File: src/design/dsk_pkg.sv
// Shared constants, types and the angle table for the scattering kinematics block.
// Used by dsk_cordic, dsk_div_pipe and dis_scattering_kinematics_top.
package dsk_pkg;

  localparam int unsigned ENERGY_W = 24;
  localparam int unsigned ANGLE_W  = 24;
  localparam int unsigned SQ_W     = 31;

  localparam logic [ENERGY_W-1:0] BEAM_RESET = 24'd720896;
  localparam logic [ANGLE_W-1:0]  ANGLE_MAX  = 24'd11796480;

  // proton mass and derived constants, all Q.16 or Q.32, in GeV or GeV^2
  localparam logic [31:0] MASS_SQ     = 32'd3781143081;
  localparam logic [17:0] TWO_MASS    = 18'd122982;
  localparam logic [16:0] TWO_MASS2   = 17'd115392;
  localparam logic [17:0] FOUR_MASS2  = 18'd230784;

  localparam int          CORDIC_GAIN  = 652032874;
  localparam int unsigned CORDIC_STEPS = 22;

  localparam logic [16:0] ETA_ONE = 17'd65536;

  typedef enum logic [1:0] {
    STATUS_OK        = 2'd0,
    STATUS_NU_NONPOS = 2'd1,
    STATUS_X_SAT     = 2'd2
  } status_e;

  typedef struct packed {
    logic [24:0] nu;
    logic [31:0] p;
  } cdc_pay_t;

  typedef struct packed {
    logic [34:0] q2;
    logic [40:0] d;
    logic        nupos;
    logic        sat;
    logic [24:0] nu;
    logic [35:0] w2;
  } eta_pay_t;

  typedef struct packed {
    logic [24:0] nu;
    logic [35:0] w2;
    logic [16:0] eta;
    logic        nupos;
    logic        sat;
    logic [33:0] q2;
  } xdiv_pay_t;

  // atan(2^-i) in degrees, Q.17
  function automatic logic [22:0] atan_deg(input int unsigned idx);
    case (idx)
      0:       return 23'd5898240;
      1:       return 23'd3481935;
      2:       return 23'd1839759;
      3:       return 23'd933890;
      4:       return 23'd468757;
      5:       return 23'd234607;
      6:       return 23'd117332;
      7:       return 23'd58670;
      8:       return 23'd29335;
      9:       return 23'd14668;
      10:      return 23'd7334;
      11:      return 23'd3667;
      12:      return 23'd1833;
      13:      return 23'd917;
      14:      return 23'd458;
      15:      return 23'd229;
      16:      return 23'd115;
      17:      return 23'd57;
      18:      return 23'd29;
      19:      return 23'd14;
      20:      return 23'd7;
      21:      return 23'd4;
      default: return 23'd0;
    endcase
  endfunction

endpackage

File: src/design/dsk_div_pipe.sv
// Pipelined restoring divider, one quotient bit per stage, with a side payload.
// Needs num_i below den_i shifted left by the quotient width; uses dsk_pkg.
module dsk_div_pipe #(
  parameter int unsigned NUM_W = 8,
  parameter int unsigned DEN_W = 8,
  parameter int unsigned QUO_W = 8,
  parameter int unsigned PAY_W = 1
) (
  input  logic             clk_i,
  input  logic             rst_ni,
  input  logic             en_i,
  input  logic             valid_i,
  input  logic [NUM_W-1:0] num_i,
  input  logic [DEN_W-1:0] den_i,
  input  logic [PAY_W-1:0] pay_i,
  output logic             valid_o,
  output logic [QUO_W-1:0] quo_o,
  output logic [PAY_W-1:0] pay_o
);
  import dsk_pkg::*;

  localparam int unsigned REM_W = (NUM_W > DEN_W + QUO_W) ? NUM_W : DEN_W + QUO_W;

  logic [REM_W-1:0] r_q [QUO_W];
  logic [DEN_W-1:0] d_q [QUO_W];
  logic [QUO_W-1:0] q_q [QUO_W];
  logic             v_q [QUO_W];
  logic [PAY_W-1:0] p_q [QUO_W];

  for (genvar i = 0; i < QUO_W; i++) begin : g_st
    logic [REM_W-1:0] r_in, dsh;
    logic [DEN_W-1:0] d_in;
    logic [QUO_W-1:0] q_in;
    logic             v_in, ge;
    logic [PAY_W-1:0] p_in;

    if (i == 0) begin : g_first
      assign r_in = REM_W'(num_i);
      assign d_in = den_i;
      assign q_in = '0;
      assign v_in = valid_i;
      assign p_in = pay_i;
    end else begin : g_next
      assign r_in = r_q[i-1];
      assign d_in = d_q[i-1];
      assign q_in = q_q[i-1];
      assign v_in = v_q[i-1];
      assign p_in = p_q[i-1];
    end

    // divisor aligned to the quotient bit this stage decides
    assign dsh = REM_W'(d_in) << (QUO_W - 1 - i);
    assign ge  = (r_in >= dsh);

    always_ff @(posedge clk_i or negedge rst_ni) begin
      if (!rst_ni) begin
        v_q[i] <= 1'b0;
      end else if (en_i) begin
        v_q[i] <= v_in;
      end
    end

    always_ff @(posedge clk_i) begin
      if (en_i) begin
        r_q[i] <= ge ? (r_in - dsh) : r_in;
        d_q[i] <= d_in;
        q_q[i] <= {q_in[QUO_W-2:0], ge};
        p_q[i] <= p_in;
      end
    end
  end

  assign valid_o = v_q[QUO_W-1];
  assign quo_o   = q_q[QUO_W-1];
  assign pay_o   = p_q[QUO_W-1];

endmodule

File: config.mk
export PLATFORM = sky130hd
export DESIGN_NAME = dsk_div_pipe
export DESIGN_NICKNAME = d
export VERILOG_FILES = /design/src/design/dsk_pkg.sv /design/src/design/dsk_div_pipe.sv
export SDC_FILE = /design/constraint.sdc
export NUM_CORES = 1
export LEC_CHECK = 0
export BUFFER_PORTS_ARGS = -buffer_cell sky130_fd_sc_hd__clkbuf_2
export CORE_AREA = 2 2 191 193
export CTS_CLUSTER_SIZE = 40
export DETAILED_ROUTE_END_ITERATION = 8
export DIE_AREA = 0 0 193 195
export PLACE_DENSITY = 0.43
export SYNTH_ARGS = -nofsm -noshare
export SYNTH_HDL_FRONTEND = slang
export SYNTH_SLANG_ARGS = --single-unit
File: constraint.sdc
create_clock -name clk_i -period 2.57 [get_ports clk_i]
set_input_delay 0.514 -clock clk_i [delete_from_list [all_inputs] [get_ports clk_i]]
set_output_delay 0.514 -clock clk_i [all_outputs]
set_load 0.01 [all_outputs]
==> results.tsv, run 1 <==
metric	value	unit
fin util	0.356	
RSZ-0062 raised after global routing	yes	
area leader, netlist	edfxtp_1	
share of layout cells above drive strength 1	0.187	
CTS tree	done	
GPL Wtd Cong	0.767	
footprint of the multi-input gates	3680	um^2
synthesized area	10500	um^2
initial antenna violation count	0	
Fill cells	3555	
synthesized netlist cell count	810	
Max stage delay on crit path	410	ps
max_cap viols	0	
initial cell density of the core	0.297	
Seq. cell area	6570	um^2
Slowest-stage cell, CP	edfxtp_1	
largest net degree at the start of global routing	69	
top_reg_cell synth	edfxtp_1	
Distinct cells, synth	70	
cell-internal power	8020	uW
NetSw	3000	uW
power density cells	874	nW/um^2
drt total wl	18400	um
Skew-Pair Late Insertion Delay	530	ps
ys async rst share	0.0364	
vias in the first global route	6394	
CP Capture Type	flip-flop	
part of the power in combinational logic	0.214	
die area	37600	um^2
Horiz. Die Dim	193	um
Final Power	11000	uW
Final nets	993	
crit path time final	2510	ps
Rel. slew slack	0.613	
post-route cell area	12600	um^2
Cell Area, Placed	11600	um^2
EDFF count, synth	212	
clock share of power	0.337	
CP Max Fanout	4	
Rows	69	
syn_area_per_cell	13.0	um^2
maximum VDD drop	0.481	mV
Worst Tran Pin Value	580	ps
1st-iter DRT viols	190	
Synth Register Bits	220	
WS Path Type	flip-flop to flip-flop	
most common cell after layout, fill and taps aside	edfxtp_1	
I/O pin count	31	
CTS Buf Count	28	
max-slew violation count	0	
DR pass1 iterations	4	
Clock Sinks	220	
Vias/cell	4.47	
Tot GR Track Use	0.102	
Worst-path clk slew	60	ps
CP arrival	2790	ps
via count	6216	
htree depth	1	
Hold Crit Class	primary input to flip-flop	
Routed wire per std cell	13.2	um
Synth area leaders	edfxtp_1 61%, ha_1 6.9%, inv_1 2.9%, o21ai_0 2.6%, nor2_1 2.0%	
Ys Warns	0	
DP HPWL	13500	um
Layout area overhead	20.0	%
sequential fraction of the synthesis area	0.625	
Hold Violations, Final	0	
sequential fraction of design power	0.450	
final worst-path cycle share	0.977	
clock buffer depth	3	
DRC violations left	0	
worst path cell trace	ha_1 -> nor2b_1 -> o31a_1 -> o41a_1 -> a2111oi_4 -> mux2_4	
startpoint types	flip-flop	
Root Buffer	clkbuf_16	
Net Sw Frac	0.272	
top achievable clock speed	398	MHz
n_diodes	0	
Final setup violation count	0	
CP Data Required Time	2850	ps
total gr overflow	0	
hold_ws	155	ps
post-synth top area share	0.606	
skew final	8.14	ps
LEAKAGE	0.00479	uW
outcome	completed	
Antenna Violating Nets Remaining	0	
CORE AREA	35400	um^2
Mapped Nets	895	
# port buffers	30	
first-pass GRT wire length	31300	um
commonest cells after routing, fill and taps aside	212 x edfxtp_1, 80 x inv_1, 57 x nor2_1, 57 x ha_1, 51 x o21ai_0	
Die Ht	195	um
## power by group through the flow
stage | sequential (uW) | clock, uW | combinational (uW)
finish | 4950 | 3710 | 2350
global route | 5020 | 4010 | 2690
CTS | 4950 | 3860 | 2320
detailed placement | 5030 | 0 | 2300
global placement | 5030 | 0 | 2280
floorplan | 4920 | 0 | 1670
## synthesized netlist by cell type, types with 3 or more instances
cell type / n
clkbuf_1: 4
a21o_1: 10
a21oi_2: 7
nand4_1: 5
buf_2: 3
and3b_1: 4
o21ai_0: 54
nand2_1: 45
nor4_1: 18
xor2_1: 24
o31ai_1: 4
a21boi_0: 4
nand3b_1: 3
inv_1: 80
or4_1: 3
ha_1: 58
nor2_1: 57
nor2_2: 4
edfxtp_1: 212
xnor2_1: 20
nor4b_1: 4
a21oi_1: 39
mux2i_1: 4
or3_1: 9
dfrtp_1: 8
fa_1: 6
nand3_1: 6
nand2b_1: 11
a31o_2: 3
nor2b_1: 13
mux2_2: 16
o21a_1: 9
nor3_1: 15
a211oi_1: 4
## layer usage
layer	GRT usage	vias up	part of all wire
met3	0.0194	39	0.031
li1	-	3197	-
met1	0.116	2903	0.41
met4	0.0331	0	0.032
met5	0	-	0
met2	0.191	77	0.52
## logic make-up (layout without fill, tap and decap cells)
family                     Yosys count  count (layout)  synth area share
buffers and inverters               91             211            0.0339
AOI/OAI and AO/OA                  158             158            0.0960
muxes                               20              20            0.0210
adders and majority gates           64              64            0.0805
xor gates and xnor gates            44              44            0.0367
and+or+nand+nor                    213             213             0.107
DFF                                220             220             0.625
## stage by stage
step | setup TNS [ps] | std cells | setup WS (ps)
floorplan | 0 | 810 | 55.2
global placement | -145 | 1335 | -53.4
detailed placement | -150 | 1335 | -55.2
CTS | 0 | 1389 | 12.6
global route | -115 | 1391 | -59.0
finish | 0 | 1391 | 60.2
## registers in the layout, summed over array words and instances (netlist names)
name       count
valid_o        1
q_q           36
g_st.v_in      7
p_q            8
d_q           56
r_q          112
## critical path: cells and delay by family (launching register included)
kind | cells | cell delay (ps)
AO/OA/AOI/OAI | 3 | 1050
adder cells (fa/ha/maj) | 1 | 320
flip-flops | 1 | 410
multiplexers | 1 | 330
AND/OR/NAND/NOR | 1 | 140
## layout make-up
cell class / instances / share of cell area
clock buffer: 33 / 0.0588
clock inverter: 19 / 0.0120
inverter: 82 / 0.0244
multi-input combinational: 499 / 0.292
sequential: 220 / 0.521
tap: 461 / 0.0458
timing repair buffer: 77 / 0.0462
## worst paths after layout
check / start / depth (start not counted) / slack (ps) / end
worst max-delay path: r_q[2][5]$_DFFE_PP_ / 6 / 60 / r_q[3][15]$_DFFE_PP_
worst min-delay path: pay_i / 1 / 160 / p_q[0][0]$_DFFE_PP_
worst max register to register: r_q[2][5]$_DFFE_PP_ / 6 / 60 / r_q[3][15]$_DFFE_PP_
worst min register to register: q_q[0][8]$_DFFE_PP_ / 0 / 420 / q_q[0][17]$_DFFE_PP_
max in group asynchronous: rst_ni / 2 / 2020 / g_st[7].v_in$_DFFE_PN0P_
min in group asynchronous: rst_ni / 2 / 360 / valid_o$_DFFE_PN0P_
## what timing repair did
item,CTS,global route
hold endpoints to repair,8,0
hold buffers,1,0
gates resized for setup,6,18
endpoints found under the setup margin,5,23
pin swaps,2,6
buffers inserted,1,2
(Power assumes the default switching activity.)
==> run 2: changes to the inputs <==
--- a/config.mk
+++ b/config.mk
@@ -7,6 +7,7 @@
 export LEC_CHECK = 0
 export BUFFER_PORTS_ARGS = -buffer_cell sky130_fd_sc_hd__clkbuf_2
 export CORE_AREA = 2 2 191 193
+export CTS_BUF_LIST = sky130_fd_sc_hd__clkbuf_16
 export CTS_CLUSTER_SIZE = 40
 export DETAILED_ROUTE_END_ITERATION = 8
 export DIE_AREA = 0 0 193 195
==> results.tsv, run 2 (same netlist as run 1, synthesis figures left out) <==
metric	value	unit
outcome	completed	
Biggest register	r_q	
total gr overflow	0	
Rows	69	
Worst-path clk slew	60	ps
1st-iter DRT viols	188	
CP Buf/Inv Count	0	
Horiz. Die Dim	193	um
Slowest-stage cell, CP	edfxtp_1	
max_cap viols	0	
critical path depth in cells	6	
via count	6203	
I/O pin count	31	
Largest regs	r_q (112), d_q (56), q_q (36)	
FF-to-FF Start	r_q[2][5]$_DFFE_PP_	
hold path startpoint	pay_i	
hold path cells	1	
number of flip-flops under the largest register name	112	
initial cell density of the core	0.297	
top achievable clock speed	399	MHz
share of layout cells above drive strength 1	0.187	
Routed wire per std cell	13.2	um
Final setup violation count	0	
Root Buffer	clkbuf_16	
Max stage delay on crit path	410	ps
CP Data Required Time	2850	ps
startpoint types	flip-flop	
CP Capture Type	flip-flop	
Antenna Violating Nets Remaining	0	
CP arrival	2790	ps
Fill cells	3555	
most common cell after layout, fill and taps aside	edfxtp_1	
DR pass1 iterations	4	
CORE AREA	35400	um^2
Hold Crit Class	primary input to flip-flop	
die area	37600	um^2
skew final	7.80	ps
vias in the first global route	6390	
largest net degree at the start of global routing	69	
R2R setup slack	60	ps
R2R depth	6	
fin util	0.356	
final worst-path cycle share	0.976	
setup_tns	0	ps
footprint of the multi-input gates	3680	um^2
GPL Wtd Cong	0.767	
Worst Tran Pin Value	580	ps
CP startpoint	r_q[2][5]$_DFFE_PP_	
Tot GR Track Use	0.102	
Final nets	993	
first-pass GRT wire length	31300	um
Seq. cell area	6570	um^2
# port buffers	30	
Layout area overhead	20.0	%
WS Path Type	flip-flop to flip-flop	
Hold Violations, Final	0	
commonest cells after routing, fill and taps aside	212 x edfxtp_1, 84 x inv_1, 57 x nor2_1, 57 x ha_1, 51 x o21ai_0	
CP Max Fanout	4	
CP top delay family	compound AO/OA/AOI/OAI gates	
power density cells	873	nW/um^2
LEAKAGE	0.00480	uW
Skew-Pair Late Insertion Delay	530	ps
Die Ht	195	um
CTS Buf Count	28	
DP HPWL	13500	um
Layout Cells excl Fill	1391	
clock buffer depth	3	
worst path cell trace	ha_1 -> nor2b_1 -> o31a_1 -> o41a_1 -> a2111oi_4 -> mux2_4	
Vias/cell	4.46	
RSZ-0062 raised after global routing	yes	
DRC violations left	0	
max-slew violation count	0	
Rel. slew slack	0.613	
drt total wl	18400	um
crit path time final	2510	ps
CTS tree	done	
n_diodes	0	
initial antenna violation count	0	
htree depth	1	
Clock Sinks	220	
placed insts	1335	
maximum VDD drop	0.481	mV
-- run 2: metal layers --
layer  vias up  part of all wire  global-route usage  routed length [um]
li1       3198                 -                   -                   -
met1      2893              0.41               0.116                7610
met2        72              0.52               0.191                9620
met3        40             0.032              0.0194                 584
met4         0             0.032              0.0331                 588
met5         -                 0                   0                   0
-- run 2: final timing paths --
| kind | end |
|---|---|
| worst max-delay path | r_q[3][15]$_DFFE_PP_ |
| worst min-delay path | p_q[0][0]$_DFFE_PP_ |
| worst max register to register | r_q[3][15]$_DFFE_PP_ |
| worst min register to register | q_q[0][17]$_DFFE_PP_ |
| max in group asynchronous | g_st[7].v_in$_DFFE_PN0P_ |
| min in group asynchronous | valid_o$_DFFE_PN0P_ |
-- run 2: power breakdown --
group | internal, uW | leakage, uW | total [uW] | switching [uW]
registers | 4640 | 0.00213 | 4950 | 314
clock network | 2230 | 0.000445 | 3690 | 1460
logic | 1130 | 0.00223 | 2360 | 1230
-- run 2: layout make-up --
cell class | count | area share
repair buffers | 77 | 0.0462
clock inverters | 23 | 0.0132
flip-flops and latches | 220 | 0.521
well taps | 461 | 0.0458
multi-input cells | 499 | 0.292
clock buffers | 29 | 0.0576
inverters | 82 | 0.0244
-- run 2: what timing repair did --
action / 4_1_cts / 5_1_grt
hold buffers: 1 / 0
setup buffers: 1 / 2
resized for setup: 6 / 18
pin swaps: 2 / 6
endpoints found under the hold margin: 8 / 0
setup endpoints to repair: 5 / 23
-- run 2: worst register-to-register path: stages (launching register included) --
cell,delay (ps)
edfxtp_1,410
ha_1,320
nor2b_1,140
o31a_1,300
o41a_1,400
a2111oi_4,350
mux2_4,330
-- run 2: through the flow --
step	hold slack, ps	cell area (um^2)	setup WS, ps	total power (uW)
final	155	12600	62.2	11000
after global routing	138	12600	-59.0	11700
after CTS	127	12500	12.6	11100
after detailed placement	377	11600	-55.2	7320
after global placement	366	11600	-53.4	7310
after floorplan	218	10500	55.2	6600
